===== src/hdl/framebuffer_clipped_draw_engine_assert.svh =====
// Assertion macros used by the draw engine top level.
// Each macro expands to one labeled concurrent assertion on a clock and a reset.
`ifndef FRAMEBUFFER_CLIPPED_DRAW_ENGINE_ASSERT_SVH
`define FRAMEBUFFER_CLIPPED_DRAW_ENGINE_ASSERT_SVH

// Consequent must hold in the same cycle as the antecedent.
`define FCDE_ASSERT_IMPL(label, clk, rst, ante, cons) \
   label: assert property (@(posedge clk) disable iff (rst) (ante) |-> (cons)) \
      else $error("draw engine check failed");

// Consequent must hold in the cycle after the antecedent.
`define FCDE_ASSERT_NEXT(label, clk, rst, ante, cons) \
   label: assert property (@(posedge clk) disable iff (rst) (ante) |=> (cons)) \
      else $error("draw engine check failed");

`endif


===== src/hdl/fcde_pkg.sv =====
// Shared types and codes for the clipped draw engine.
// No dependencies; imported by fcde_clip and the top level.
`timescale 1ns / 1ps

package fcde_pkg;

   localparam int COORD_W = 18;

   typedef logic [2:0] fcde_action_type;

   localparam fcde_action_type ACT_SET_PIXEL    = 3'd0;
   localparam fcde_action_type ACT_READ_PIXEL   = 3'd1;
   localparam fcde_action_type ACT_HLINE        = 3'd2;
   localparam fcde_action_type ACT_VLINE        = 3'd3;
   localparam fcde_action_type ACT_FILL_RECT    = 3'd4;
   localparam fcde_action_type ACT_OUTLINE_RECT = 3'd5;
   localparam fcde_action_type ACT_FILL_SCREEN  = 3'd6;

   typedef logic [1:0] fcde_seg_type;

   localparam fcde_seg_type SEG_TOP    = 2'd0;
   localparam fcde_seg_type SEG_BOTTOM = 2'd1;
   localparam fcde_seg_type SEG_LEFT   = 2'd2;
   localparam fcde_seg_type SEG_RIGHT  = 2'd3;

   // Clipped box for one drawing segment, inclusive bounds.
   typedef struct packed {
      logic                       empty;
      logic signed [COORD_W-1:0]  x0;
      logic signed [COORD_W-1:0]  x_last;
      logic signed [COORD_W-1:0]  y0;
      logic signed [COORD_W-1:0]  y_last;
   } fcde_box_type;

endpackage


===== src/hdl/fcde_clip.sv =====
// Segment selection and screen clipping for the draw engine.
// Depends on fcde_pkg; turns a command and a segment number into a clipped box.
`timescale 1ns / 1ps

module fcde_clip #(
   parameter int SCREEN_WIDTH  = 128,
   parameter int SCREEN_HEIGHT = 128
) (
   input  fcde_pkg::fcde_action_type action,
   input  logic signed [15:0]        pos_x,
   input  logic signed [15:0]        pos_y,
   input  logic [15:0]               span_width,
   input  logic [15:0]               span_height,
   input  fcde_pkg::fcde_seg_type    seg,
   output fcde_pkg::fcde_box_type    box
);

   import fcde_pkg::*;

   localparam logic signed [COORD_W-1:0] W_S = COORD_W'(SCREEN_WIDTH);
   localparam logic signed [COORD_W-1:0] H_S = COORD_W'(SCREEN_HEIGHT);
   localparam logic signed [COORD_W-1:0] ONE = COORD_W'(1);
   localparam logic signed [COORD_W-1:0] ZERO = '0;

   logic signed [COORD_W-1:0] px, py, pw, ph;
   logic signed [COORD_W-1:0] sx, sy, sw, sh;
   logic signed [COORD_W-1:0] x_end, y_end, x0, y0, x1, y1;
   logic                      no_area;

   always_comb begin
      px = {{2{pos_x[15]}}, pos_x};
      py = {{2{pos_y[15]}}, pos_y};
      pw = {2'b00, span_width};
      ph = {2'b00, span_height};
      sx = px;
      sy = py;
      sw = ONE;
      sh = ONE;
      no_area = 1'b0;
      case (action)
         ACT_SET_PIXEL, ACT_READ_PIXEL: begin
         end
         ACT_HLINE: begin
            sw = pw;
         end
         ACT_VLINE: begin
            sh = ph;
         end
         ACT_FILL_RECT: begin
            sw = pw;
            sh = ph;
         end
         ACT_OUTLINE_RECT: begin
            // Every edge is skipped when either size is zero.
            no_area = (span_width == 16'd0) || (span_height == 16'd0);
            case (seg)
               SEG_TOP: begin
                  sw = pw;
               end
               SEG_BOTTOM: begin
                  sy = py + ph - ONE;
                  sw = pw;
               end
               SEG_LEFT: begin
                  sh = ph;
               end
               default: begin
                  sx = px + pw - ONE;
                  sh = ph;
               end
            endcase
         end
         ACT_FILL_SCREEN: begin
            sx = ZERO;
            sy = ZERO;
            sw = W_S;
            sh = H_S;
         end
         default: begin
            no_area = 1'b1;
         end
      endcase

      x_end = sx + sw;
      y_end = sy + sh;
      x0 = (sx < ZERO) ? ZERO : sx;
      y0 = (sy < ZERO) ? ZERO : sy;
      x1 = (x_end > W_S) ? W_S : x_end;
      y1 = (y_end > H_S) ? H_S : y_end;

      box.empty  = no_area || (x0 >= x1) || (y0 >= y1);
      box.x0     = x0;
      box.x_last = x1 - ONE;
      box.y0     = y0;
      box.y_last = y1 - ONE;
   end

endmodule

===== config.mk =====
export PLATFORM = sky130hd
export DESIGN_NAME = fcde_clip
export DESIGN_NICKNAME = d
export VERILOG_FILES = /design/src/hdl/framebuffer_clipped_draw_engine_assert.svh /design/src/hdl/fcde_pkg.sv /design/src/hdl/fcde_clip.sv
export SDC_FILE = /design/constraint.sdc
export NUM_CORES = 1
export LEC_CHECK = 0
export ABC_AREA = 1
export BUFFER_PORTS_ARGS = -buffer_cell sky130_fd_sc_hd__buf_2
export CAP_MARGIN = 20
export CELL_PAD_IN_SITES_DETAIL_PLACEMENT = 1
export CELL_PAD_IN_SITES_GLOBAL_PLACEMENT = 1
export CORE_MARGIN = 10
export CORE_UTILIZATION = 30
export DETAILED_ROUTE_END_ITERATION = 12
export PLACE_DENSITY_LB_ADDON = 0.1
export SETUP_SLACK_MARGIN = 0.05
export SYNTH_ARGS = -nofsm -noshare
export SYNTH_HDL_FRONTEND = slang
export SYNTH_SLANG_ARGS = --single-unit

===== constraint.sdc =====
create_clock -name vclk -period 10.24
set_input_delay 1.024 -clock vclk [all_inputs]
set_output_delay 1.024 -clock vclk [all_outputs]
set_load 0.005 [all_outputs]

* Yosys cells after proc, flatten, opt, wreduce, memory -nomap -nowiden *
Index checks and enable logic that the tools add are counted.

storage, ports and cells
  output and inout port bits = 73
  bits of input ports = 69
  bits in registers = 0

cells by class
  mux-type cells = 13
  equal/unequal tests = 8
  reduce and logical (&&, ||, !) cells = 12
  order comparisons = 6
  add/sub/neg operators = 8

operators with widths
  operator                 number
  $mux W18                 6
  $pmux W16 S3             2
  $pmux W18 S2             2
  $sub A18 B2 Y18 const B  4
  $add A16 B17 Y18         2
  $add A18 B18 Y18         2
  $ge A18 B18 Y1           2
  $gt A18 B9 Y1 const B    2
  $lt A18 B1 Y1 const B    2
  $logic_not A16 Y1        2
  $mux W16                 2
  $eq A3 B3 Y1 const B     3
  $eq A3 B2 Y1 const B     2
  $reduce_or A2 Y1         3
  $reduce_or A6 Y1         1
  $eq A3 B1 Y1 const B     1
  $logic_not A3 Y1         1
  $logic_or A1 B1 Y1       3
  $reduce_or A3 Y1         1
  $eq A2 B1 Y1 const B     1
  $eq A2 B2 Y1 const B     1
  $logic_not A2 Y1         1
  $pmux W1 S2              1

* Depth between registers and ports, before layout *
Gate-level depths: netlist of the first run.

  depth in word-level cells = 10
  mapped depth = 45

* Worst setup path after synthesis of the first run *
No wires, ideal clock.

  path kind = input -> output
  start = input port pos_x[1]
  end = output port box[72] in the netlist's numbering
  arrival = 6015 ps
  stages = 43
  slack = 3201 ps
  buffers on the path = 2
  data required time = 9216 ps
  cells stage by stage = inv_1 -> ha_1 -> inv_1 -> ha_1 -> inv_1 -> fa_1 -> inv_1 -> nand3_1 -> nand2_1 -> a21oi_2 -> o21ai_2 -> nand3_1 -> nand2_1 -> nand3_1 -> nand2_1 -> xor2_1 -> o21ai_0 -> a22oi_1 -> [... 7 more ...] -> nor2_1 -> nand2_1 -> nor2_2 -> nand2_1 -> nand2_4 -> buf_8 -> buf_6 -> nand2_1 -> ha_1 -> a21oi_1 -> o21ai_0 -> o21ba_2 -> o221ai_1 -> a21oi_1 -> or2_2 -> nand3_1 -> nand2_1 -> nand4_1

RTL lines
  element             line             source
  start: declaration  fcde_clip.sv:10  input logic signed [15:0] pos_x,
  end: declaration    fcde_clip.sv:15  output fcde_pkg::fcde_box_type box

==> out/qor.csv, run 1 <==
stage;metric;value;unit
yosys;synth unique cells;58;
worst_setup_path;Top cell by count, worst path;nand2_1;
timing;setup TNS;0;ps
clock_tree;post-CTS setup buffers;0;
worst_hold_path;Hold WC Path Type;input pin to output port;
floorplanning;Ports;142;
worst_setup_path;CP max stage delay;540;ps
timing;Final setup viols;0;
drt;routed wire length;30.47;mm
timing;fmax;113.7;MHz
final_layout;nets;1671;
drt;drt pass-1 iters;5;
final_layout;synth-to-layout area growth;13.62;%
timing;minimum clock period;8796;ps
final_layout;FF/Latch Area;0;sq um
floorplanning;Starting Density;30.38;%
timing;Max-Slew Margin vs Limit;39.98;%
drt;wire per inst;17.04;um
placement;Port-buffer cells;140;
final_layout;num sequential;0;
yosys;cell count after synthesis;1339;
floorplanning;Cell Rows;57;
worst_setup_path;CP top delay family;simple AND/OR/NAND/NOR gates;
yosys;top cells by count, synth;318 x nand2_1, 270 x inv_1, 137 x nor2_1;
worst_setup_path;Required @ worst endpoint;9220;ps
pwr;Pleak;4.993;nW
floorplanning;Die Ht;176.7;um
placement;DP Area;8363;sq um
placement;DP HPWL;27.88;mm
drt;routed vias/inst;4.935;
timing;final hold violation count;0;
yosys;cell with the most instances after synthesis;nand2_1;
pwr;Worst VDD drop;0.00002793;V
pwr;P per Cell Area;80.81;nW/um^2
grt;total global routing overflow;0;
clock_tree;CTS Hold Bufs;0;
yosys;Cell Area, Synth;7367;sq um
yosys;Synth area leaders;ha_1 22%, nand2_1 16%, inv_1 14%;
drt;DRC violations left;0;
yosys;Seq/Total Area, Yosys;0;%
floorplanning;die footprint;31220;sq um
yosys;synth warn;0;
yosys;Synth Area per Inst;5.502;sq um
final_layout;final instance area;8371;sq um
floorplanning;core area;24250;sq um
placement;worst slack, placed;1490;ps
grt;initial antenna violation count;0;
worst_setup_path;Max Fanout on Critical Path;28;
worst_setup_path;WS Path Type;input pin to output port;
worst_setup_path;CP Capture Type;output port;
flow_run;max-cap violations;0;
placement;GPL Wtd Cong;0.8941;
placement;Cells after DPL;1787;
timing;Max Slew Vio Count;0;
timing;RSZ-0062 raised after global routing;false;
clock_tree;post-CTS resize count;0;
grt;largest net degree at the start of global routing;34;
drt;post-route ant nets;0;
worst_hold_path;min-delay src;pos_x[14];
grt;vias in the first global route;9636;
timing;Period Utilization, post-route;85.90;%
final_layout;# clk buffers;0;
yosys;share of the synthesized area in the top cell type;22.08;%
run_status;outcome;finished clean;
floorplanning;die width;176.7;um
grt;Tot GR Track Use;19.26;%
worst_setup_path;CP max stage cell;o21ai_4;
worst_setup_path;crit path launch;action[0];
drt;1st-iter DRT viols;338;
final_layout;final std cells w/o fill;1788;
timing;setup ws final;1444;ps
final_layout;n_diodes;0;
yosys;dominant cell type by area after synthesis;ha_1;
final_layout;fraction of layout cells with a size suffix above 1;14.00;%
worst_setup_path;CP bufs+invs;9;
timing;Worst Tran Pin Value;892.0;ps
worst_setup_path;startpoint types;input pin;
worst_setup_path;WP data arrival;7770;ps
drt;DR vias;8823;
grt;first-pass GRT wire length;49.42;mm
## area by class of cell
class | instances | area (sq um)
fill | 3429 | 15880
inverter | 282 | 1059
multi-input combinational | 1040 | 6191
tap | 324 | 405.4
timing repair buffer | 142 | 715.7
## worst paths after layout
kind	endpoint	slack, ps	cells past startpoint
setup / recovery	box[72]	1440	37
hold / removal	box[68]	2550	4
## placed cells by master (no fill, tap or decap), types with 3 or more instances in the layout
| cell type | n |
|---|---|
| nand2_1 | 318 |
| inv_1 | 270 |
| buf_2 | 140 |
| nor2_1 | 137 |
| ha_1 | 130 |
| nand3_1 | 96 |
| a21oi_1 | 93 |
| o21ai_0 | 58 |
| nand4_1 | 22 |
| xor2_1 | 20 |
| nor3_1 | 12 |
| or2_2 | 12 |
| o21ai_1 | 11 |
| inv_2 | 10 |
| nor4_1 | 10 |
| nand2_2 | 8 |
| nand3b_1 | 7 |
| and2_1 | 7 |
| o21ai_2 | 7 |
| o21bai_1 | 7 |
| xnor2_1 | 7 |
| nor2_2 | 6 |
| a211oi_1 | 6 |
| fa_1 | 6 |
| a22oi_1 | 5 |
| nor2_4 | 4 |
| o21a_1 | 4 |
| a21o_1 | 4 |
| and3_1 | 4 |
| o41ai_1 | 4 |
| a21oi_2 | 3 |
| nand3_2 | 3 |
| a21boi_0 | 3 |
## where the power goes
part / total (mW) / internal (mW) / leakage [nW] / switching [mW]
clock network: 0 / 0 / 0 / 0
logic: 0.676 / 0.239 / 4.99 / 0.437
registers: 0 / 0 / 0 / 0
## logic make-up (layout without fill, tap and decap cells)
group | Yosys count | after routing | share of synthesized area (%)
AND/OR/NAND/NOR | 652 | 652 | 38.77
buffers and inverters | 300 | 424 | 16.02
AO/OA/AOI/OAI | 221 | 221 | 17.65
adder cells (fa/ha/maj) | 136 | 136 | 23.71
XOR/XNOR | 29 | 29 | 3.804
other | 1 | 2 | 0.05090
## per-stage QoR
step	utilization (%)	hold slack [ps]	total power, mW
floorplan	-	2205	0.4684
global placement	34.46	2561	0.6740
detailed placement	34.49	2553	0.6826
CTS	34.49	2557	0.6863
global route	34.52	2585	0.7794
finish	34.52	2547	0.6764
## metal layers
metal  global-route usage (%)  routed length, um
met1                    22.40              13310
met2                    37.58              15700
met3                    1.280                810
met4                    3.608                647
met5                        0                  0
No activity file was read; power rests on OpenSTA's default activity.
==> run 2: changes to the inputs <==
Settings changed: CORE_UTILIZATION 30 to 43.
==> run 2 against run 1 <==
Count of clock-buffer cells in the layout unchanged. Highest routed layer unchanged. Final cell count fell by 5.9%. Die area down 27%. Global-route usage grew 5.0 points. First-iteration DRC count down 6.5%. Wire length down 6.0%. Largest power group unchanged.
==> out/qor.csv, run 2 (same netlist as run 1, synthesis figures left out) <==
stage;metric;value;unit
run_status;outcome;finished clean;
grt;total global routing overflow;0;
placement;DP Area;8225;sq um
timing;minimum clock period;8722;ps
worst_setup_path;CP Capture Type;output port;
timing;RSZ-0062 raised after global routing;false;
final_layout;footprint of the multi-input gates;6191;sq um
timing;Period Utilization, post-route;85.17;%
worst_setup_path;Max Fanout on Critical Path;28;
grt;vias in the first global route;9670;
grt;largest net degree at the start of global routing;34;
placement;DP HPWL;25.77;mm
placement;Port-buffer cells;140;
worst_setup_path;startpoint types;input pin;
pwr;P per Cell Area;82.16;nW/um^2
pwr;share of power burned in registers;0;%
drt;DR vias;9026;
worst_setup_path;Top cell by count, worst path;nand2_1;
floorplanning;Starting Density;44.11;%
final_layout;Filler Cell Count;2581;
placement;Cells after DPL;1682;
grt;Tot GR Track Use;24.30;%
floorplanning;Ports;142;
clock_tree;post-CTS resize count;0;
drt;DRC violations left;0;
floorplanning;Cell Rows;47;
drt;wire per inst;17.01;um
floorplanning;core area;16700;sq um
final_layout;num sequential;0;
worst_setup_path;WP data arrival;7700;ps
final_layout;final instance area;8233;sq um
grt;first-pass GRT wire length;45.73;mm
worst_setup_path;WS Path Type;input pin to output port;
worst_setup_path;Required @ worst endpoint;9220;ps
pwr;Sw Share;64.62;%
final_layout;fraction of layout cells with a size suffix above 1;13.94;%
final_layout;nets;1670;
timing;setup TNS;0;ps
placement;GPL Wtd Cong;0.9234;
timing;Worst Tran Pin Value;1047;ps
worst_setup_path;CP max stage cell;a221oi_1;
final_layout;synth-to-layout area growth;11.75;%
pwr;power share of the combinational group;100.0;%
final_layout;# clk buffers;0;
worst_hold_path;hold depth;4;
pwr;NetSw;0.4371;mW
timing;Max Slew Vio Count;0;
final_layout;FF/Latch Area;0;sq um
pwr;Worst VDD drop;0.00003477;V
pwr;Pleak;4.988;nW
grt;initial antenna violation count;0;
pwr;internal power;0.2393;mW
drt;routed wire length;28.62;mm
floorplanning;die footprint;22770;sq um
timing;Max-Slew Margin vs Limit;29.91;%
final_layout;Final Core Density;49.30;%
flow_run;max-cap violations;0;
final_layout;most frequent cells in the layout;318 x nand2_1, 270 x inv_1, 140 x buf_2;
worst_setup_path;CP max stage delay;620;ps
timing;fmax;114.7;MHz
drt;post-route ant nets;0;
floorplanning;Die Ht;150.9;um
timing;setup ws final;1518;ps
placement;worst slack, placed;1708;ps
timing;final hold violation count;0;
clock_tree;CTS Hold Bufs;0;
timing;Final setup viols;0;
worst_hold_path;min-delay src;pos_x[14];
final_layout;commonest non-fill, non-tap cell in the layout;nand2_1;
final_layout;final std cells w/o fill;1683;
drt;routed vias/inst;5.363;
pwr;clock network power share;0;%
drt;1st-iter DRT viols;316;
final_layout;n_diodes;0;
worst_hold_path;Hold WC Path Type;input pin to output port;
timing;Min Hold Slack;2570;ps
clock_tree;post-CTS setup buffers;0;
floorplanning;die width;150.9;um
drt;drt pass-1 iters;5;
worst_hold_path;worst hold path endpoint;box[68];
pwr;overall power;0.6764;mW
==> run 2: cell count changes in the layout (fill, tap and decap cells not counted), sizes merged <==
cell,previous run,this run
buf,142,141
==> run 2: worst max path at each step <==
| stage | end | from | slack, ps | depth (start not counted) |
|---|---|---|---|---|
| finish | box[72] | action[0] | 1520 | 37 |
| floorplan | box[72] | pos_x[1] | 3200 | 43 |
| detailed placement | box[72] | action[0] | 1710 | 37 |
| global placement | box[72] | action[0] | 1990 | 37 |
| CTS | box[72] | action[0] | 1680 | 37 |
| global route | box[72] | action[0] | 910 | 35 |
==> run 2: power groups by stage <==
stage	combinational [mW]	sequential [mW]	clock, mW
finish	0.676	0	0
global route	0.767	0	0
CTS	0.677	0	0
detailed placement	0.674	0	0
global placement	0.652	0	0
floorplan	0.468	0	0
==> run 2: area by class of cell <==
class / instances / share of cell area (%)
Tap cell: 220 / 3.343
Inverter: 282 / 12.86
Timing Repair Buffer: 141 / 8.602
Multi-Input combinational cell: 1040 / 75.20
==> run 2: worst max-delay path: cells and delay by family <==
| family | cells | cell delay [ps] |
|---|---|---|
| buffers and inverters | 9 | 1400 |
| and+or+nand+nor | 20 | 2950 |
| AOI/OAI and AO/OA | 6 | 1670 |
| adders and majority gates | 2 | 630 |
==> run 2: routing by layer <==
layer	share of wire, %	GRT usage [%]	wire [um]
met5	0	0	0
met4	3.2	7.796	930
met3	3.1	1.462	898
met2	53	48.60	15030
met1	41	26.22	11760
==> run 3: changes to the inputs <==
Settings changed: PLACE_DENSITY set to 0.95, PLACE_DENSITY_LB_ADDON 0.1 to not set.
==> run 3 against run 2 <==
Total power increased by 1.3%. First-iteration DRC count increased by 49%. Final area about the same. Count of clock-buffer cells in the layout unchanged. Die area unchanged. Final cell count about the same. Non-clock buffer count increased by 1. Global-route usage increased by 1.0 points. Setup slack got worse by 24 ps.
==> out/qor.csv, run 3 (same netlist as run 1, synthesis figures left out) <==
stage;metric;value;unit
flow_run;max-cap violations;0;
clock_tree;CTS Hold Bufs;0;
run_status;outcome;finished clean;
drt;routed vias/inst;5.569;
drt;DR vias;9378;
final_layout;fraction of layout cells with a size suffix above 1;14.00;%
timing;Worst Tran Pin Value;899.6;ps
drt;wire per inst;17.60;um
drt;1st-iter DRT viols;472;
final_layout;Filler Cell Count;2567;
final_layout;# clk buffers;0;
final_layout;footprint of the multi-input gates;6191;sq um
floorplanning;die footprint;22770;sq um
timing;Max Slew Vio Count;0;
timing;fmax;114.3;MHz
final_layout;synth-to-layout area growth;11.85;%
worst_setup_path;startpoint types;input pin;
final_layout;n_diodes;0;
worst_hold_path;hold depth;4;
drt;drt pass-1 iters;5;
drt;Max Used Layer;met4;
timing;Period Utilization, post-route;85.40;%
worst_setup_path;Top cell by count, worst path;nor2_1;
drt;DRC violations left;0;
grt;Tot GR Track Use;25.31;%
grt;initial antenna violation count;0;
drt;routed wire length;29.65;mm
final_layout;commonest non-fill, non-tap cell in the layout;nand2_1;
grt;total global routing overflow;0;
timing;setup TNS;0;ps
worst_setup_path;WP data arrival;7720;ps
final_layout;most frequent cells in the layout;318 x nand2_1, 270 x inv_1, 140 x buf_2;
drt;post-route ant nets;0;
floorplanning;die width;150.9;um
grt;largest net degree at the start of global routing;34;
timing;final hold violation count;0;
timing;Min Hold Slack;2567;ps
worst_setup_path;Max Fanout on Critical Path;28;
timing;Final setup viols;0;
grt;first-pass GRT wire length;47.95;mm
timing;RSZ-0062 raised after global routing;false;
floorplanning;core area;16700;sq um
timing;minimum clock period;8745;ps
worst_setup_path;CP max stage cell;o21ai_4;
clock_tree;post-CTS resize count;0;
placement;GPL Wtd Cong;0.9728;
floorplanning;Die Ht;150.9;um
worst_setup_path;Required @ worst endpoint;9220;ps
worst_setup_path;WS Path Type;input pin to output port;
drt;WL met3;1.613;mm
placement;Port-buffer cells;140;
clock_tree;post-CTS setup buffers;0;
timing;Max-Slew Margin vs Limit;39.48;%
floorplanning;Cell Rows;47;
grt;vias in the first global route;9925;
placement;Cells after DPL;1682;
pwr;overall power;0.6849;mW
worst_setup_path;CP max stage delay;550;ps
final_layout;num sequential;0;
worst_setup_path;CP Capture Type;output port;
pwr;P per Cell Area;83.11;nW/um^2
pwr;Worst VDD drop;0.00003316;V
final_layout;FF/Latch Area;0;sq um
placement;DP HPWL;26.61;mm
worst_hold_path;Hold WC Path Type;input pin to output port;
floorplanning;Ports;142;
final_layout;Final Core Density;49.34;%
final_layout;nets;1671;
drt;Met2 Routed Length;15.32;mm
final_layout;final std cells w/o fill;1684;
pwr;Pleak;4.993;nW
drt;WL met1;11.60;mm
floorplanning;Starting Density;44.11;%
==> run 3: cell count changes in the layout (fill, tap and decap cells not counted) <==
cell and change:
buf_4 +1
==> run 3: path summary, 6_finish.rpt <==
check | start | end | slack (ps)
worst min-delay path | pos_x[2] | box[56] | 2570
worst max-delay path | action[0] | box[72] | 1490
==> run 3: area by class of cell <==
cell class,instances,area share (%)
tap,220,3.340
multi-input combinational,1040,75.13
inverter,282,12.85
timing repair buffer,142,8.685
==> run 3: worst max-delay path: cells and delay by family <==
kind	cells	cell delay (ps)
AOI/OAI and AO/OA	5	1090
buffers and inverters	8	1320
and+or+nand+nor	22	3470
adders and majority gates	2	800
==> run 3: metal layers <==
metal | up-vias | track usage [%]
met5 | - | 0
met4 | 0 | 9.192
met3 | 69 | 1.581
met2 | 312 | 49.25
met1 | 4415 | 27.96
li1 | 4582 | -
==> run 3: power by group <==
| part | switching (mW) | total (mW) | internal (mW) |
|---|---|---|---|
| Clock | 0 | 0 | 0 |
| Sequential | 0 | 0 | 0 |
| Combinational | 0.445 | 0.685 | 0.240 |
==> run 3: metrics by stage <==
step / instance area, sq um / setup slack, ps
3_3_place_gp: 8225 / 1928
3_5_place_dp: 8225 / 1635
2_1_floorplan: 7371 / 3201
4_1_cts: 8225 / 1653
6_report: 8240 / 1495
5_1_grt: 8240 / 874.0
